==> src/hw/rtl/rotary_encoder_button_events_top_macros.svh <==
// ----------------------------------------------------------------------------
// rotary encoder button events - assertion macros
// shared concurrent assertion forms, clocked on clk and held off in reset
// ----------------------------------------------------------------------------
`ifndef ROTARY_ENCODER_BUTTON_EVENTS_TOP_MACROS_SVH
`define ROTARY_ENCODER_BUTTON_EVENTS_TOP_MACROS_SVH

// condition and consequence in the same cycle
`define REB_ASSERT_NOW(lbl, ante, cons, msg) \
  lbl: assert property (@(posedge clk) disable iff (!rst_n) (ante) |-> (cons)) \
    else $error(msg);

// consequence in the cycle after the condition
`define REB_ASSERT_NEXT(lbl, ante, cons, msg) \
  lbl: assert property (@(posedge clk) disable iff (!rst_n) (ante) |=> (cons)) \
    else $error(msg);

`endif

==> src/hw/rtl/reb_pkg.sv <==
// ----------------------------------------------------------------------------
// reb_pkg
// types, codes, tables and helpers shared by the encoder/button event block
// ----------------------------------------------------------------------------
`timescale 1ns / 1ps

package reb_pkg;

  // tick stamp width
  localparam int TICK_BITS = 32;
  typedef logic [TICK_BITS-1:0] tick_t;

  // command queue geometry
  localparam int Q_DEPTH = 4;
  localparam int Q_PTR_W = $clog2(Q_DEPTH);
  localparam int Q_CNT_W = $clog2(Q_DEPTH + 1);

  // events per poll: three slots for each of three sources
  localparam int SLOTS = 9;
  localparam int SLOT_W = $clog2(SLOTS);

  // configuration register indexes
  localparam logic [1:0] CFG_LONG_TICKS   = 2'd0;
  localparam logic [1:0] CFG_REPEAT_TICKS = 2'd1;
  localparam logic [1:0] CFG_DEBOUNCE     = 2'd2;
  localparam logic [1:0] CFG_STEPS        = 2'd3;

  // configuration reset values
  localparam logic [31:0] LONG_TICKS_RST   = 32'd500;
  localparam logic [31:0] REPEAT_TICKS_RST = 32'd200;
  localparam logic [3:0]  DEBOUNCE_RST     = 4'd2;
  localparam logic [3:0]  STEPS_RST        = 4'd2;

  typedef enum logic [2:0] {
    KEY_UP    = 3'd0,
    KEY_DOWN  = 3'd1,
    KEY_LEFT  = 3'd2,
    KEY_RIGHT = 3'd3,
    KEY_OK    = 3'd4,
    KEY_BACK  = 3'd5
  } key_t;

  typedef enum logic [2:0] {
    KIND_PRESS   = 3'd0,
    KIND_RELEASE = 3'd1,
    KIND_SHORT   = 3'd2,
    KIND_LONG    = 3'd3,
    KIND_REPEAT  = 3'd4
  } kind_t;

  // what one source produced for a poll
  typedef enum logic [2:0] {
    GRP_NONE,
    GRP_PRESS_LONG,
    GRP_RELEASE,
    GRP_REPEAT,
    GRP_TRIPLE
  } grp_code_t;

  // quarter step per {old ab, new ab}: +1, -1 or 0
  typedef logic signed [1:0] qstep_t;
  localparam qstep_t QUARTER_STEP [16] = '{
    2'b00, 2'b11, 2'b01, 2'b00,
    2'b01, 2'b00, 2'b00, 2'b11,
    2'b11, 2'b00, 2'b00, 2'b01,
    2'b00, 2'b01, 2'b11, 2'b00
  };

  typedef struct packed {
    logic  phase_a;
    logic  phase_b;
    logic  enc_button_level;
    logic  side_key_level;
    tick_t now_tick;
  } in_item_t;

  typedef struct packed {
    logic [2:0]  event_key;
    logic [2:0]  event_kind;
    logic [31:0] event_seq;
    logic        last_of_poll;
  } out_item_t;

  // one source's share of a poll
  typedef struct packed {
    grp_code_t   code;
    key_t        key;
    logic [31:0] seq;
  } grp_t;

  // command passed from front to back
  typedef struct packed {
    grp_t side;
    grp_t btn;
    grp_t enc;
  } desc_t;

  typedef struct packed {
    logic full;
    logic empty;
  } q_stat_t;

  typedef struct packed {
    logic       raw;
    logic [3:0] polls;
    logic       pass;
  } deb_t;

  // debounce one button level
  function automatic deb_t deb_step(input logic raw_st, input logic [3:0] polls,
                                    input logic raw, input logic [3:0] dc);
    deb_t r;
    r.raw   = raw;
    r.polls = polls;
    if (raw == raw_st) begin
      if (polls < dc) r.polls = polls + 4'd1;
    end else begin
      r.polls = 4'd1;
    end
    r.pass = (r.polls >= dc);
    return r;
  endfunction

  // slots used by a group
  function automatic logic [2:0] grp_mask(input grp_code_t code);
    logic [2:0] m;
    unique case (code) inside
      GRP_PRESS_LONG:          m = 3'b011;
      GRP_RELEASE, GRP_REPEAT: m = 3'b001;
      GRP_TRIPLE:              m = 3'b111;
      default:                 m = 3'b000;
    endcase
    return m;
  endfunction

  // event kind of one slot within a group
  function automatic kind_t grp_kind(input grp_code_t code, input logic [1:0] sub);
    kind_t k;
    unique case (sub)
      2'd0: begin
        if (code == GRP_RELEASE) k = KIND_RELEASE;
        else if (code == GRP_REPEAT) k = KIND_REPEAT;
        else k = KIND_PRESS;
      end
      2'd1: k = (code == GRP_PRESS_LONG) ? KIND_LONG : KIND_SHORT;
      default: k = KIND_RELEASE;
    endcase
    return k;
  endfunction

endpackage

==> src/hw/rtl/reb_front.sv <==
// ----------------------------------------------------------------------------
// reb_front
// accepts polls, decodes the encoder and debounces both buttons, and queues
// at most one command per poll, describing the events to send
// ----------------------------------------------------------------------------
`timescale 1ns / 1ps

module reb_front (
  input  logic              clk,
  input  logic              rst_n,
  input  logic              cfg_we,
  input  logic [1:0]        cfg_index,
  input  logic [31:0]       cfg_wdata,
  input  logic              in_valid,
  input  reb_pkg::in_item_t in_data,
  output logic              in_ready,
  input  reb_pkg::q_stat_t  q_stat,
  output logic              push,
  output reb_pkg::desc_t    push_data
);

  // configuration
  logic [31:0] long_ticks_r, repeat_ticks_r;
  logic [3:0]  db_count_r, spd_r;

  // decoder and button state
  logic               primed_r, primed_nxt;
  logic [1:0]         ab_last_r, ab_last_nxt;
  logic signed [4:0]  accum_r, accum_nxt;
  logic [31:0]        seq_r, seq_nxt;
  logic               enc_raw_r, enc_raw_nxt, enc_stable_r, enc_stable_nxt;
  logic [3:0]         enc_polls_r, enc_polls_nxt;
  reb_pkg::tick_t     enc_press_time_r, enc_press_time_nxt;
  logic               enc_long_sent_r, enc_long_sent_nxt;
  logic               enc_rotated_r, enc_rotated_nxt;
  logic               key_raw_r, key_raw_nxt, key_stable_r, key_stable_nxt;
  logic [3:0]         key_polls_r, key_polls_nxt;
  reb_pkg::tick_t     key_press_time_r, key_press_time_nxt;
  logic               key_long_sent_r, key_long_sent_nxt;
  reb_pkg::tick_t     key_repeat_time_r, key_repeat_time_nxt;

  logic accept;

  assign in_ready = !q_stat.full;
  assign accept   = in_valid && in_ready;

  // configuration writes
  always_ff @(posedge clk) begin
    if (!rst_n) begin
      long_ticks_r   <= reb_pkg::LONG_TICKS_RST;
      repeat_ticks_r <= reb_pkg::REPEAT_TICKS_RST;
      db_count_r     <= reb_pkg::DEBOUNCE_RST;
      spd_r          <= reb_pkg::STEPS_RST;
    end else if (cfg_we) begin
      unique case (cfg_index)
        reb_pkg::CFG_LONG_TICKS:   long_ticks_r   <= cfg_wdata;
        reb_pkg::CFG_REPEAT_TICKS: repeat_ticks_r <= cfg_wdata;
        reb_pkg::CFG_DEBOUNCE:     db_count_r     <= cfg_wdata[3:0];
        reb_pkg::CFG_STEPS:        spd_r          <= cfg_wdata[3:0];
        default: ;
      endcase
    end
  end

  // per-poll classification
  always_comb begin
    logic [1:0]         ab_in;
    logic               enc_pressed, key_pressed;
    reb_pkg::qstep_t    d;
    logic signed [5:0]  acc, spd_s;
    logic               modified;
    reb_pkg::deb_t      deb;
    reb_pkg::tick_t     now;

    primed_nxt          = primed_r;
    ab_last_nxt         = ab_last_r;
    accum_nxt           = accum_r;
    seq_nxt             = seq_r;
    enc_raw_nxt         = enc_raw_r;
    enc_stable_nxt      = enc_stable_r;
    enc_polls_nxt       = enc_polls_r;
    enc_press_time_nxt  = enc_press_time_r;
    enc_long_sent_nxt   = enc_long_sent_r;
    enc_rotated_nxt     = enc_rotated_r;
    key_raw_nxt         = key_raw_r;
    key_stable_nxt      = key_stable_r;
    key_polls_nxt       = key_polls_r;
    key_press_time_nxt  = key_press_time_r;
    key_long_sent_nxt   = key_long_sent_r;
    key_repeat_time_nxt = key_repeat_time_r;

    push_data          = '0;
    push_data.enc.code  = reb_pkg::GRP_NONE;
    push_data.btn.code  = reb_pkg::GRP_NONE;
    push_data.side.code = reb_pkg::GRP_NONE;

    ab_in       = {in_data.phase_a, in_data.phase_b};
    enc_pressed = !in_data.enc_button_level;
    key_pressed = !in_data.side_key_level;
    now         = in_data.now_tick;
    d           = reb_pkg::QUARTER_STEP[{ab_last_r, ab_in}];
    spd_s       = $signed({2'b00, spd_r});
    acc         = 6'(accum_r) + 6'(d);
    modified    = enc_stable_r && !enc_long_sent_r;
    deb         = '0;

    if (accept && !primed_r) begin
      // first poll only captures levels
      primed_nxt     = 1'b1;
      ab_last_nxt    = ab_in;
      accum_nxt      = '0;
      enc_raw_nxt    = enc_pressed;
      enc_stable_nxt = enc_pressed;
      key_raw_nxt    = key_pressed;
      key_stable_nxt = key_pressed;
      enc_polls_nxt  = db_count_r;
      key_polls_nxt  = db_count_r;
    end else if (accept) begin
      // encoder quarter steps and detents
      if (ab_in != ab_last_r) begin
        ab_last_nxt = ab_in;
        if (d != 2'sd0) begin
          if (acc >= spd_s) begin
            acc = '0;
            seq_nxt = seq_nxt + 32'd1;
            push_data.enc.code = reb_pkg::GRP_TRIPLE;
            push_data.enc.key  = modified ? reb_pkg::KEY_RIGHT : reb_pkg::KEY_DOWN;
            push_data.enc.seq  = seq_nxt;
            if (modified) enc_rotated_nxt = 1'b1;
          end else if (acc <= -spd_s) begin
            acc = '0;
            seq_nxt = seq_nxt + 32'd1;
            push_data.enc.code = reb_pkg::GRP_TRIPLE;
            push_data.enc.key  = modified ? reb_pkg::KEY_LEFT : reb_pkg::KEY_UP;
            push_data.enc.seq  = seq_nxt;
            if (modified) enc_rotated_nxt = 1'b1;
          end
          accum_nxt = acc[4:0];
        end
      end

      // encoder button
      deb = reb_pkg::deb_step(enc_raw_r, enc_polls_r, enc_pressed, db_count_r);
      enc_raw_nxt   = deb.raw;
      enc_polls_nxt = deb.polls;
      push_data.btn.key = reb_pkg::KEY_OK;
      if (deb.pass) begin
        if (enc_stable_r == deb.raw) begin
          if (enc_stable_r && !enc_long_sent_r &&
              (now - enc_press_time_r) >= long_ticks_r) begin
            enc_long_sent_nxt = 1'b1;
            seq_nxt = seq_nxt + 32'd1;
            push_data.btn.code = reb_pkg::GRP_PRESS_LONG;
            push_data.btn.seq  = seq_nxt;
          end
        end else begin
          enc_stable_nxt = deb.raw;
          if (deb.raw) begin
            enc_press_time_nxt = now;
            enc_rotated_nxt    = 1'b0;
            enc_long_sent_nxt  = 1'b0;
          end else begin
            if (enc_long_sent_r) begin
              seq_nxt = seq_nxt + 32'd1;
              push_data.btn.code = reb_pkg::GRP_RELEASE;
              push_data.btn.seq  = seq_nxt;
            end else if (!enc_rotated_nxt) begin
              seq_nxt = seq_nxt + 32'd1;
              push_data.btn.code = reb_pkg::GRP_TRIPLE;
              push_data.btn.seq  = seq_nxt;
            end
            enc_rotated_nxt = 1'b0;
          end
        end
      end

      // side key
      deb = reb_pkg::deb_step(key_raw_r, key_polls_r, key_pressed, db_count_r);
      key_raw_nxt   = deb.raw;
      key_polls_nxt = deb.polls;
      push_data.side.key = reb_pkg::KEY_BACK;
      if (deb.pass) begin
        if (key_stable_r == deb.raw) begin
          if (key_stable_r) begin
            if (!key_long_sent_r && (now - key_press_time_r) >= long_ticks_r) begin
              key_long_sent_nxt   = 1'b1;
              key_repeat_time_nxt = now;
              seq_nxt = seq_nxt + 32'd1;
              push_data.side.code = reb_pkg::GRP_PRESS_LONG;
              push_data.side.seq  = seq_nxt;
            end else if (key_long_sent_r &&
                         (now - key_repeat_time_r) >= repeat_ticks_r) begin
              key_repeat_time_nxt = now;
              push_data.side.code = reb_pkg::GRP_REPEAT;
              push_data.side.seq  = seq_nxt;
            end
          end
        end else begin
          key_stable_nxt = deb.raw;
          if (deb.raw) begin
            key_press_time_nxt = now;
            key_long_sent_nxt  = 1'b0;
          end else if (!key_long_sent_r) begin
            seq_nxt = seq_nxt + 32'd1;
            push_data.side.code = reb_pkg::GRP_TRIPLE;
            push_data.side.seq  = seq_nxt;
          end else begin
            push_data.side.code = reb_pkg::GRP_RELEASE;
            push_data.side.seq  = seq_nxt;
          end
        end
      end
    end

    push = accept && ((push_data.enc.code != reb_pkg::GRP_NONE) ||
                      (push_data.btn.code != reb_pkg::GRP_NONE) ||
                      (push_data.side.code != reb_pkg::GRP_NONE));
  end

  // state registers
  always_ff @(posedge clk) begin
    if (!rst_n) begin
      primed_r          <= 1'b0;
      ab_last_r         <= '0;
      accum_r           <= '0;
      seq_r             <= '0;
      enc_raw_r         <= 1'b0;
      enc_stable_r      <= 1'b0;
      enc_polls_r       <= reb_pkg::DEBOUNCE_RST;
      enc_press_time_r  <= '0;
      enc_long_sent_r   <= 1'b0;
      enc_rotated_r     <= 1'b0;
      key_raw_r         <= 1'b0;
      key_stable_r      <= 1'b0;
      key_polls_r       <= reb_pkg::DEBOUNCE_RST;
      key_press_time_r  <= '0;
      key_long_sent_r   <= 1'b0;
      key_repeat_time_r <= '0;
    end else begin
      primed_r          <= primed_nxt;
      ab_last_r         <= ab_last_nxt;
      accum_r           <= accum_nxt;
      seq_r             <= seq_nxt;
      enc_raw_r         <= enc_raw_nxt;
      enc_stable_r      <= enc_stable_nxt;
      enc_polls_r       <= enc_polls_nxt;
      enc_press_time_r  <= enc_press_time_nxt;
      enc_long_sent_r   <= enc_long_sent_nxt;
      enc_rotated_r     <= enc_rotated_nxt;
      key_raw_r         <= key_raw_nxt;
      key_stable_r      <= key_stable_nxt;
      key_polls_r       <= key_polls_nxt;
      key_press_time_r  <= key_press_time_nxt;
      key_long_sent_r   <= key_long_sent_nxt;
      key_repeat_time_r <= key_repeat_time_nxt;
    end
  end

endmodule

==> src/hw/rtl/reb_queue.sv <==
// ----------------------------------------------------------------------------
// reb_queue
// short command queue between front and back
// ----------------------------------------------------------------------------
`timescale 1ns / 1ps

module reb_queue (
  input  logic             clk,
  input  logic             rst_n,
  input  logic             push,
  input  reb_pkg::desc_t   push_data,
  input  logic             pop,
  output reb_pkg::desc_t   pop_data,
  output reb_pkg::q_stat_t stat
);

  reb_pkg::desc_t                   entry_r [reb_pkg::Q_DEPTH];
  logic [reb_pkg::Q_PTR_W-1:0]      wr_ptr_r, wr_ptr_nxt, rd_ptr_r, rd_ptr_nxt;
  logic [reb_pkg::Q_CNT_W-1:0]      count_r, count_nxt;

  assign stat.full  = (count_r == reb_pkg::Q_CNT_W'(reb_pkg::Q_DEPTH));
  assign stat.empty = (count_r == '0);
  assign pop_data   = entry_r[rd_ptr_r];

  // pointer and fill count update
  always_comb begin
    wr_ptr_nxt = push ? wr_ptr_r + 1'b1 : wr_ptr_r;
    rd_ptr_nxt = pop ? rd_ptr_r + 1'b1 : rd_ptr_r;
    count_nxt  = count_r;
    if (push && !pop) count_nxt = count_r + 1'b1;
    else if (pop && !push) count_nxt = count_r - 1'b1;
  end

  always_ff @(posedge clk) begin
    if (!rst_n) begin
      wr_ptr_r <= '0;
      rd_ptr_r <= '0;
      count_r  <= '0;
    end else begin
      wr_ptr_r <= wr_ptr_nxt;
      rd_ptr_r <= rd_ptr_nxt;
      count_r  <= count_nxt;
    end
  end

  // storage
  always_ff @(posedge clk) begin
    if (push) entry_r[wr_ptr_r] <= push_data;
  end

endmodule

==> src/hw/rtl/reb_back.sv <==
// ----------------------------------------------------------------------------
// reb_back
// expands one command into its events, one event per cycle unless the
// receiver stalls, through an output register
// ----------------------------------------------------------------------------
`timescale 1ns / 1ps

module reb_back (
  input  logic               clk,
  input  logic               rst_n,
  input  reb_pkg::q_stat_t   q_stat,
  input  reb_pkg::desc_t     q_head,
  output logic               q_pop,
  output logic               out_valid,
  input  logic               out_ready,
  output reb_pkg::out_item_t out_data
);

  reb_pkg::desc_t              desc_r, desc_nxt;
  logic [reb_pkg::SLOTS-1:0]   mask_r, mask_nxt;
  logic                        out_valid_r, out_valid_nxt;
  reb_pkg::out_item_t          out_data_r, out_data_nxt;

  assign out_valid = out_valid_r;
  assign out_data  = out_data_r;

  // pick lowest pending slot, emit it, refill from the queue
  always_comb begin
    logic [reb_pkg::SLOTS-1:0]  one_hot, rest;
    logic [reb_pkg::SLOT_W-1:0] slot;
    logic                       can_emit, emit;
    reb_pkg::grp_t              grp;
    logic [1:0]                 sub;

    one_hot  = mask_r & (~mask_r + 1'b1);
    rest     = mask_r & ~one_hot;
    slot     = '0;
    for (int i = reb_pkg::SLOTS - 1; i >= 0; i--) begin
      if (mask_r[i]) slot = reb_pkg::SLOT_W'(i);
    end

    case (slot) inside
      4'd0, 4'd1, 4'd2: begin
        grp = desc_r.enc;
        sub = 2'(slot);
      end
      4'd3, 4'd4, 4'd5: begin
        grp = desc_r.btn;
        sub = 2'(slot - 4'd3);
      end
      default: begin
        grp = desc_r.side;
        sub = 2'(slot - 4'd6);
      end
    endcase

    can_emit = !out_valid_r || out_ready;
    emit     = can_emit && (mask_r != '0);
    q_pop    = !q_stat.empty && ((mask_r == '0) || (emit && (rest == '0)));

    desc_nxt = desc_r;
    mask_nxt = mask_r;
    if (q_pop) begin
      desc_nxt = q_head;
      mask_nxt = {reb_pkg::grp_mask(q_head.side.code),
                  reb_pkg::grp_mask(q_head.btn.code),
                  reb_pkg::grp_mask(q_head.enc.code)};
    end else if (emit) begin
      mask_nxt = rest;
    end

    out_valid_nxt = out_valid_r;
    out_data_nxt  = out_data_r;
    if (emit) begin
      out_valid_nxt           = 1'b1;
      out_data_nxt.event_key  = grp.key;
      out_data_nxt.event_kind = reb_pkg::grp_kind(grp.code, sub);
      out_data_nxt.event_seq  = grp.seq;
      out_data_nxt.last_of_poll = (rest == '0);
    end else if (out_ready) begin
      out_valid_nxt = 1'b0;
    end
  end

  always_ff @(posedge clk) begin
    if (!rst_n) begin
      mask_r      <= '0;
      out_valid_r <= 1'b0;
    end else begin
      mask_r      <= mask_nxt;
      out_valid_r <= out_valid_nxt;
    end
  end

  // payload registers
  always_ff @(posedge clk) begin
    desc_r     <= desc_nxt;
    out_data_r <= out_data_nxt;
  end

endmodule

==> src/hw/rtl/rotary_encoder_button_events_top.sv <==
// ----------------------------------------------------------------------------
// rotary_encoder_button_events_top
// quadrature encoder decoder with two debounced buttons, producing key events
// ----------------------------------------------------------------------------
// A poll is taken whenever the four-entry command queue has room; the front
// decodes it at once and queues one command if it yields events. The back
// sends those events one per cycle from its output register unless the
// receiver stalls. A poll yields at most eight events (a detent triple, an
// ok press and long, and a back triple), and the sustained poll rate is set
// by the event expander in the back.
// The first poll after reset only captures the levels and yields nothing.
// No clearing pass is needed after reset.
`timescale 1ns / 1ps

`include "rotary_encoder_button_events_top_macros.svh"

module rotary_encoder_button_events_top (
  input  logic               clk,
  input  logic               rst_n,
  input  logic               cfg_we,
  input  logic [1:0]         cfg_index,
  input  logic [31:0]        cfg_wdata,
  input  logic               in_valid,
  output logic               in_ready,
  input  reb_pkg::in_item_t  in_data,
  output logic               out_valid,
  input  logic               out_ready,
  output reb_pkg::out_item_t out_data
);

  reb_pkg::q_stat_t q_stat;
  logic             push, pop;
  reb_pkg::desc_t   push_data, q_head;

  // classification
  reb_front u_front (
    .clk       (clk),
    .rst_n     (rst_n),
    .cfg_we    (cfg_we),
    .cfg_index (cfg_index),
    .cfg_wdata (cfg_wdata),
    .in_valid  (in_valid),
    .in_data   (in_data),
    .in_ready  (in_ready),
    .q_stat    (q_stat),
    .push      (push),
    .push_data (push_data)
  );

  // command queue
  reb_queue u_queue (
    .clk       (clk),
    .rst_n     (rst_n),
    .push      (push),
    .push_data (push_data),
    .pop       (pop),
    .pop_data  (q_head),
    .stat      (q_stat)
  );

  // event expansion
  reb_back u_back (
    .clk       (clk),
    .rst_n     (rst_n),
    .q_stat    (q_stat),
    .q_head    (q_head),
    .q_pop     (pop),
    .out_valid (out_valid),
    .out_ready (out_ready),
    .out_data  (out_data)
  );

  // checks
  `REB_ASSERT_NEXT(a_poll_continues, out_valid && out_ready && !out_data.last_of_poll, out_valid, "events of a poll not sent back to back")
  `REB_ASSERT_NOW(a_repeat_is_back, out_valid && (out_data.event_kind == reb_pkg::KIND_REPEAT), out_data.event_key == reb_pkg::KEY_BACK, "repeat event on a key other than back")
  `REB_ASSERT_NOW(a_long_is_button, out_valid && (out_data.event_kind == reb_pkg::KIND_LONG), (out_data.event_key == reb_pkg::KEY_OK) || (out_data.event_key == reb_pkg::KEY_BACK), "long event on a rotation key")

endmodule

==> config.mk <==
export PLATFORM = sky130hd
export DESIGN_NAME = rotary_encoder_button_events_top
export DESIGN_NICKNAME = d
export VERILOG_FILES = /design/src/hw/rtl/reb_pkg.sv /design/src/hw/rtl/reb_front.sv /design/src/hw/rtl/reb_queue.sv /design/src/hw/rtl/reb_back.sv /design/src/hw/rtl/rotary_encoder_button_events_top.sv
export VERILOG_INCLUDE_DIRS = /design/src /design/src/hw/rtl
export SDC_FILE = /design/constraint.sdc
export NUM_CORES = 2
export LEC_CHECK = 0
export BUFFER_PORTS_ARGS = -buffer_cell sky130_fd_sc_hd__buf_4
export CORE_MARGIN = 5
export CORE_UTILIZATION = 57
export DETAILED_ROUTE_END_ITERATION = 8
export GPL_TIMING_DRIVEN = 1
export PLACE_DENSITY = 0.78
export SYNTH_ARGS = -nofsm -noshare
export SYNTH_HDL_FRONTEND = slang
export SYNTH_HIERARCHICAL = 1
export SYNTH_SLANG_ARGS = --single-unit
==> constraint.sdc <==
create_clock -name clk -period 8.87 [get_ports clk]
set_clock_uncertainty 0.2 [all_clocks]
set_input_delay 0.4435 -clock clk [delete_from_list [all_inputs] [get_ports clk]]
set_output_delay 0.4435 -clock clk [all_outputs]
set_load 0.01 [all_outputs]
**Word-level counts from Yosys, hierarchy flattened**

Memories as Yosys holds them, arrays and structs flattened. A register that Yosys moved wholly into a read port is not among the register bits.
Cells that the tools add are included.
Widths: inputs -> output; s select.

- Magnitude comparators: 10
- Equality and inequality tests: 37
- Multiply operators: 0
- Bitwise logic cells: 11
- Shift-type cells: 0
- Add/subtract/negate cells: 17
- Reductions and logical operators: 65
- Divide/modulo/power cells: 0
- Mux-type cells: 132

Operator list:

| operator | number |
|---|---|
| $mux 32 | 34 |
| $mux 114 | 2 |
| $mux 38 | 6 |
| $add 32x1->32 const B | 3 |
| $ge 32x32->1 | 3 |
| $sub 32x32->32 | 3 |
| $mux 4 | 21 |
| $mux 3 | 15 |
| $mux 1 | 34 |
| $pmux 3 s3 | 3 |
| $eq 3x2->1 const B | 8 |
| $mux 2 | 12 |
| $and 9x9->9 | 2 |
| $logic_not 9->1 | 2 |
| $mux 9 | 2 |
| $not 9->9 | 2 |
| $reduce_bool 2->1 | 9 |
| $reduce_and 5->1 | 3 |
| $eq 3x1->1 const B | 4 |
| $eq 3x3->1 const B | 4 |
| $logic_and 1x1->1 | 12 |
| $reduce_and 2->1 | 6 |
| $reduce_and 6->1 | 2 |
| $logic_not 1->1 | 10 |
| 35 further kinds | 70 |

- Output and inout bits: 41
- Bits in latches: 0
- Bits in read-only memories: 32
- Register bits after elaboration: 393
- Memories kept: 2
- Input bits: 75
- Word-level logic and storage cells: 312
- Bits in writable memories: 456

Memories:

| name | words | width | rd ports | clocked after memory_dff | write ports | RTL line | text |
|---|---|---|---|---|---|---|---|
| u_queue.entry_r | 4 | 114 | 1 | 1 | 1 | reb_queue.sv:17 | `reb_pkg::desc_t entry_r [reb_pkg::Q_DEPTH];` |
| (name not given) | 16 | 2 | 1 | 0 | 0 | reb_front.sv:101 | `d = reb_pkg::QUARTER_STEP[{ab_last_r, ab_in}];` |

**Depth between registers and ports, before layout**

- Word-level depth: 35
- Mapped depth: 39
- Depth with buffers taken out: 38

**Hierarchy**

The synthesis kept the hierarchy.

Modules (own cells, without submodules):

| module | area an instance (um2) | instances | cells an instance | seq. area each (um2) |
|---|---|---|---|---|
| reb_front | 21276.7 | 1 | 2970 | 4464.3 |
| reb_queue | 16911.2 | 1 | 639 | 13873.3 |
| reb_back | 6344.8 | 1 | 401 | 4794.6 |

**Worst setup path after synthesis**

OpenSTA, ideal clock, no wires.

- Path kind: input-to-reg
- Start: input in_data[1] (netlist bit)
- End: memory u_queue/entry_r[0][0] (netlist bit), enable pin
- Arrival time: 8.529 ns
- Cell stages on the path: 27
- Library setup time: 0.486 ns
- Data required time: 8.184 ns
- Buffers on the path: 1
- Path slack: -0.344 ns
- Path through: ha_1 -> nor2b_1 -> o21ai_0 -> a21boi_0 -> o21ai_0 -> a211o_1 -> a31oi_1 -> a211oi_1 -> o31ai_1 -> or4b_2 -> a31oi_1 -> nor2b_1 -> o21a_1 -> o41ai_1 -> xnor2_1 -> ha_1 -> nand4_1 -> or2_2 -> nor4_1 -> o21ai_0 -> o221a_2 -> or2_2 -> nor2_1 -> nor2_1 -> clkbuf_1 -> nand4_1 -> and2_1

- Longest elaborated chain between the ends: 15
- Elaborated cells between the ends (all ways): 26
- Those cells by class: add/sub (3); order compare (3); mux (12); reduce/logical (8)

Ends and longest elaborated chain:

| item | RTL line | text |
|---|---|---|
| start, declared | rotary_encoder_button_events_top.sv:25 | `input reb_pkg::in_item_t in_data,` |
| $sub 32x32->32 | reb_front.sv:192 | `(now - key_repeat_time_r) >= repeat_ticks_r) begin` |
| $ge 32x32->1 | reb_front.sv:192 |  |
| $logic_and 1x1->1 | reb_front.sv:191 | `end else if (key_long_sent_r &&` |
| $mux 2 | reb_front.sv:191 |  |
| $mux 3 | reb_front.sv:185 | `if (!key_long_sent_r && (now - key_press_time_r) >= long_ticks_r) begin` |
| $mux 3 | reb_front.sv:184 | `if (key_stable_r) begin` |
| $mux 3 | reb_front.sv:183 | `if (key_stable_r == deb.raw) begin` |
| $mux 3 | reb_front.sv:182 | `if (deb.pass) begin` |
| $mux 114 (*) | reb_front.sv:118 | `end else if (accept) begin` |
| $mux 114 (*) | reb_front.sv:107 | `if (accept && !primed_r) begin` |
| $reduce_bool 3->1 | reb_front.sv:217 | `(push_data.side.code != reb_pkg::GRP_NONE));` |
| $logic_or 1x1->1 (*) | reb_front.sv:216 | `(push_data.btn.code != reb_pkg::GRP_NONE) \|\|` |
| $logic_and 1x1->1 (*) | reb_front.sv:215 | `push = accept && ((push_data.enc.code != reb_pkg::GRP_NONE) \|\|` |
| net push | rotary_encoder_button_events_top.sv:32 | `logic push, pop;` |
| $mux 1 (*) | reb_queue.sv:48 | `if (push) entry_r[wr_ptr_r] <= push_data;` |
| $mux 1 (not written as such) (*) | reb_queue.sv:48 |  |
| end, declared | reb_queue.sv:17 |  |

Mark *: on every way through the listed nets, which the timed path passes. The rest lies on a longest branch.

==> metrics <==
crit path max-delay cell type mux4_2; crit start category input port; H-Tree Depth 3; Core ar. 77,500 um^2; Clock Latency Late Sink 0.66 ns; Total Nets Final 4,512; final setup fails 0; CP Data Arrival Time 8.60 ns; static leakage 0.0170 uW; critical path type input port to flip-flop; Setup TNS 0 ns; Max Fclk 118 MHz; number of CTS-inserted buffers 88; CTS clk-pin slew, worst paths 0.06 ns; ys async rst share 0%; RSZ-0062 raised after global routing false; CP max FO 14; Starting Density 57.5%; Area Overhead vs Synth 13.3%; final worst slack 0.414 ns; PortBufs 115; Synth Area per Inst 11.1 um^2; Distinct cells, synth 111; io pins 116; die height 290 um; status finished, final reports clean; post-synthesis cell area 44,500 um^2; min cycle time layout 8.46 ns; Root Driver clkbuf_16; Yosys warning total 6; most used cell, CP ha_1; layout cell share with drive strength beyond 1 12.9%; DR pass1 iterations 6; Slew Viols, Final 0; first-pass GRT wire length 178,000 um; Final ANT Viol Nets 0; fin crit share 95.3%; CTS tree done; clk buf depth 3; WL final 114,000 um; # DRC 0; largest net degree at the start of global routing 127; EDFF count, synth 609; pre-CTS setup slack 0.339 ns; Die Area 83,800 um^2; HPWL after detailed placement 77,100 um; die outline width 290 um; worst hold slack 0.112 ns; final hold vios 0; ys flop type edfxtp_1; crit end category flip-flop; GRT overflow 0; GRT Total Usage 26.9%; Finished Core Util 65.1%; total power 13,000 uW; slowest stage delay, CP 0.60 ns; fraction of the yosys area taken by sequential cells 51.9%; VDD IR-drop max 0.418 mV; initial antenna violation count 1; initial DRC count 2,864; vias in the first global route 31,641; Clock Sinks 851; Mapped Cells 4,010; Cell Pwr Density 258 nW/um^2; Vias/cell 6.06; number of fill cells in the layout 5,721; Slew @ Worst Pin 1.09 ns; DR WL/cell 21.4 um; class of the worst hold path input port to flip-flop; DR vias 32,145; maxcap violations 0; Slew HR 27.3%; Synth Register Bits 851; gpl congestion 0.983; Worst Path Required 9.01 ns; row count 102
layout make-up:
cell class,instances,area (um^2),area share [%]
Sequential cell,851,23100,45.9
Inverter,238,898,1.78
Clock inverter,54,683,1.35
Antenna cell,2,5.00,0.00992
Clock buffer,108,2370,4.71
Multi-Input combinational cell,2736,19700,39.0
Tap cell,1040,1300,2.58
Timing Repair Buffer,273,2360,4.68
repair_timing:
| item | in CTS | in global routing |
|---|---|---|
| setup buffers | 0 | 2 |
| hold endpoints to repair | 176 | 0 |
| setup endpoints to repair | 0 | 44 |
| hold buffers | 69 | 0 |
| resized for setup | 0 | 11 |
critical path, delay by kind of cell:
kind,cells,cell delay (ns)
adder cells (fa/ha/maj),5,1.38
AND/OR/NAND/NOR,8,2.37
buffers and inverters,7,1.33
multiplexers,2,0.86
AO/OA/AOI/OAI,9,2.06
XOR/XNOR,1,0.11
cell usage in the layout, fill, tap and decap left out, types with 28 or more instances in the layout:
cell type | netlist | routed
inv_1 | 236 | 235
a211oi_1 | 39 | 38
mux4_2 | 115 | 115
nand3_1 | 72 | 72
xnor2_1 | 169 | 168
nand2_1 | 510 | 510
nor2_1 | 292 | 289
a21oi_1 | 291 | 290
ha_1 | 244 | 244
edfxtp_1 | 609 | 609
mux2i_1 | 48 | 48
a31oi_1 | 35 | 35
a21o_1 | 70 | 70
xor2_1 | 89 | 88
dfxtp_1 | 242 | 240
and2_1 | 32 | 28
clkbuf_16 | 0 | 91
nand4_1 | 44 | 44
buf_4 | 15 | 193
dlygate4sd3_1 | 0 | 69
o21ai_0 | 153 | 151
nor3_1 | 73 | 73
logic make-up (layout without fill, tap and decap cells):
family          Yosys count  after routing  synth area share [%]
mux                     166            166                  6.98
fa+ha+maj               250            250                  7.10
flops                   851            851                  51.9
buf+inv                 428            673                  4.10
other cells               1              8               0.00842
compound gates          813            813                  11.7
simple gates           1241           1241                  13.0
xor+xnor                260            260                  5.16
worst paths after layout:
check	start	to	cells past startpoint	slack, ns
max	in_data[34]	u_queue/entry_r[1][107]$_DFFE_PP_	32	0.41
min	cfg_index[0]	u_front/spd_r[1]$_SDFFE_PN1P_	4	0.11
max reg2reg	u_front/ab_last_r[0]$_SDFFE_PN0P_	u_queue/entry_r[1][107]$_DFFE_PP_	28	0.62
min reg2reg	u_front/key_press_time_r[15]$_SDFFE_PN0P_	u_front/key_press_time_r[15]$_SDFFE_PN0P_	2	0.25
layer usage:
layer	part of all wire, %	vias to the layer above	GRT usage (%)	wire length, um
li1	-	14967	-	-
met1	39	15544	34.5	44600
met2	50	1343	47.0	56500
met3	7.3	291	4.02	8280
met4	3.8	0	9.60	4270
met5	0	-	0	0
metrics by stage:
step	std cells	instance area [um^2]
2_1_floorplan	4015	44600
3_3_place_gp	5067	46600
3_5_place_dp	5067	46600
4_1_cts	5298	50400
5_1_grt	5301	50500
6_report	5302	50500
Yosys cell counts, drive strengths merged (23+ instances only):
master,instances,area (um^2)
edfxtp,609,18300
nand2,511,1920
nor2,293,1100
a21oi,292,1470
ha,244,3050
dfxtp,242,4840
inv,238,893
xnor2,170,1500
o21ai,160,812
clkbuf,123,463
mux4,115,2590
xor2,89,780
nor3,78,434
nand3,72,360
a21o,70,526
buf,67,468
mux2i,49,494
nand4,44,275
a211oi,40,305
a31oi,37,244
and2,33,206
nor4,32,243
nand2b,27,169
or3,27,169
nor2b,24,150
o211ai,24,185
o21a,23,173
power breakdown:
part,switching [uW],internal [uW]
clock,1590,2280
sequential,299,5110
combinational,2370,1380
sequential cells by signal (all words and copies together) (netlist names), 3 cells and up, named ones only:
register and count:
u_queue/entry_r 456, u_back/desc_r 114, u_back/out_data 39, u_front/enc_press_time_r 32
u_front/key_press_time_r 32, u_front/key_repeat_time_r 32, u_front/long_ticks_r 32, u_front/repeat_ticks_r 32
u_front/seq_r 32, u_back/mask_r 9, u_front/accum_r 5, u_front/db_count_r 4
u_front/enc_polls_r 4, u_front/key_polls_r 4, u_front/spd_r 4, u_queue/count_r 3
(Power assumes the default switching activity.)
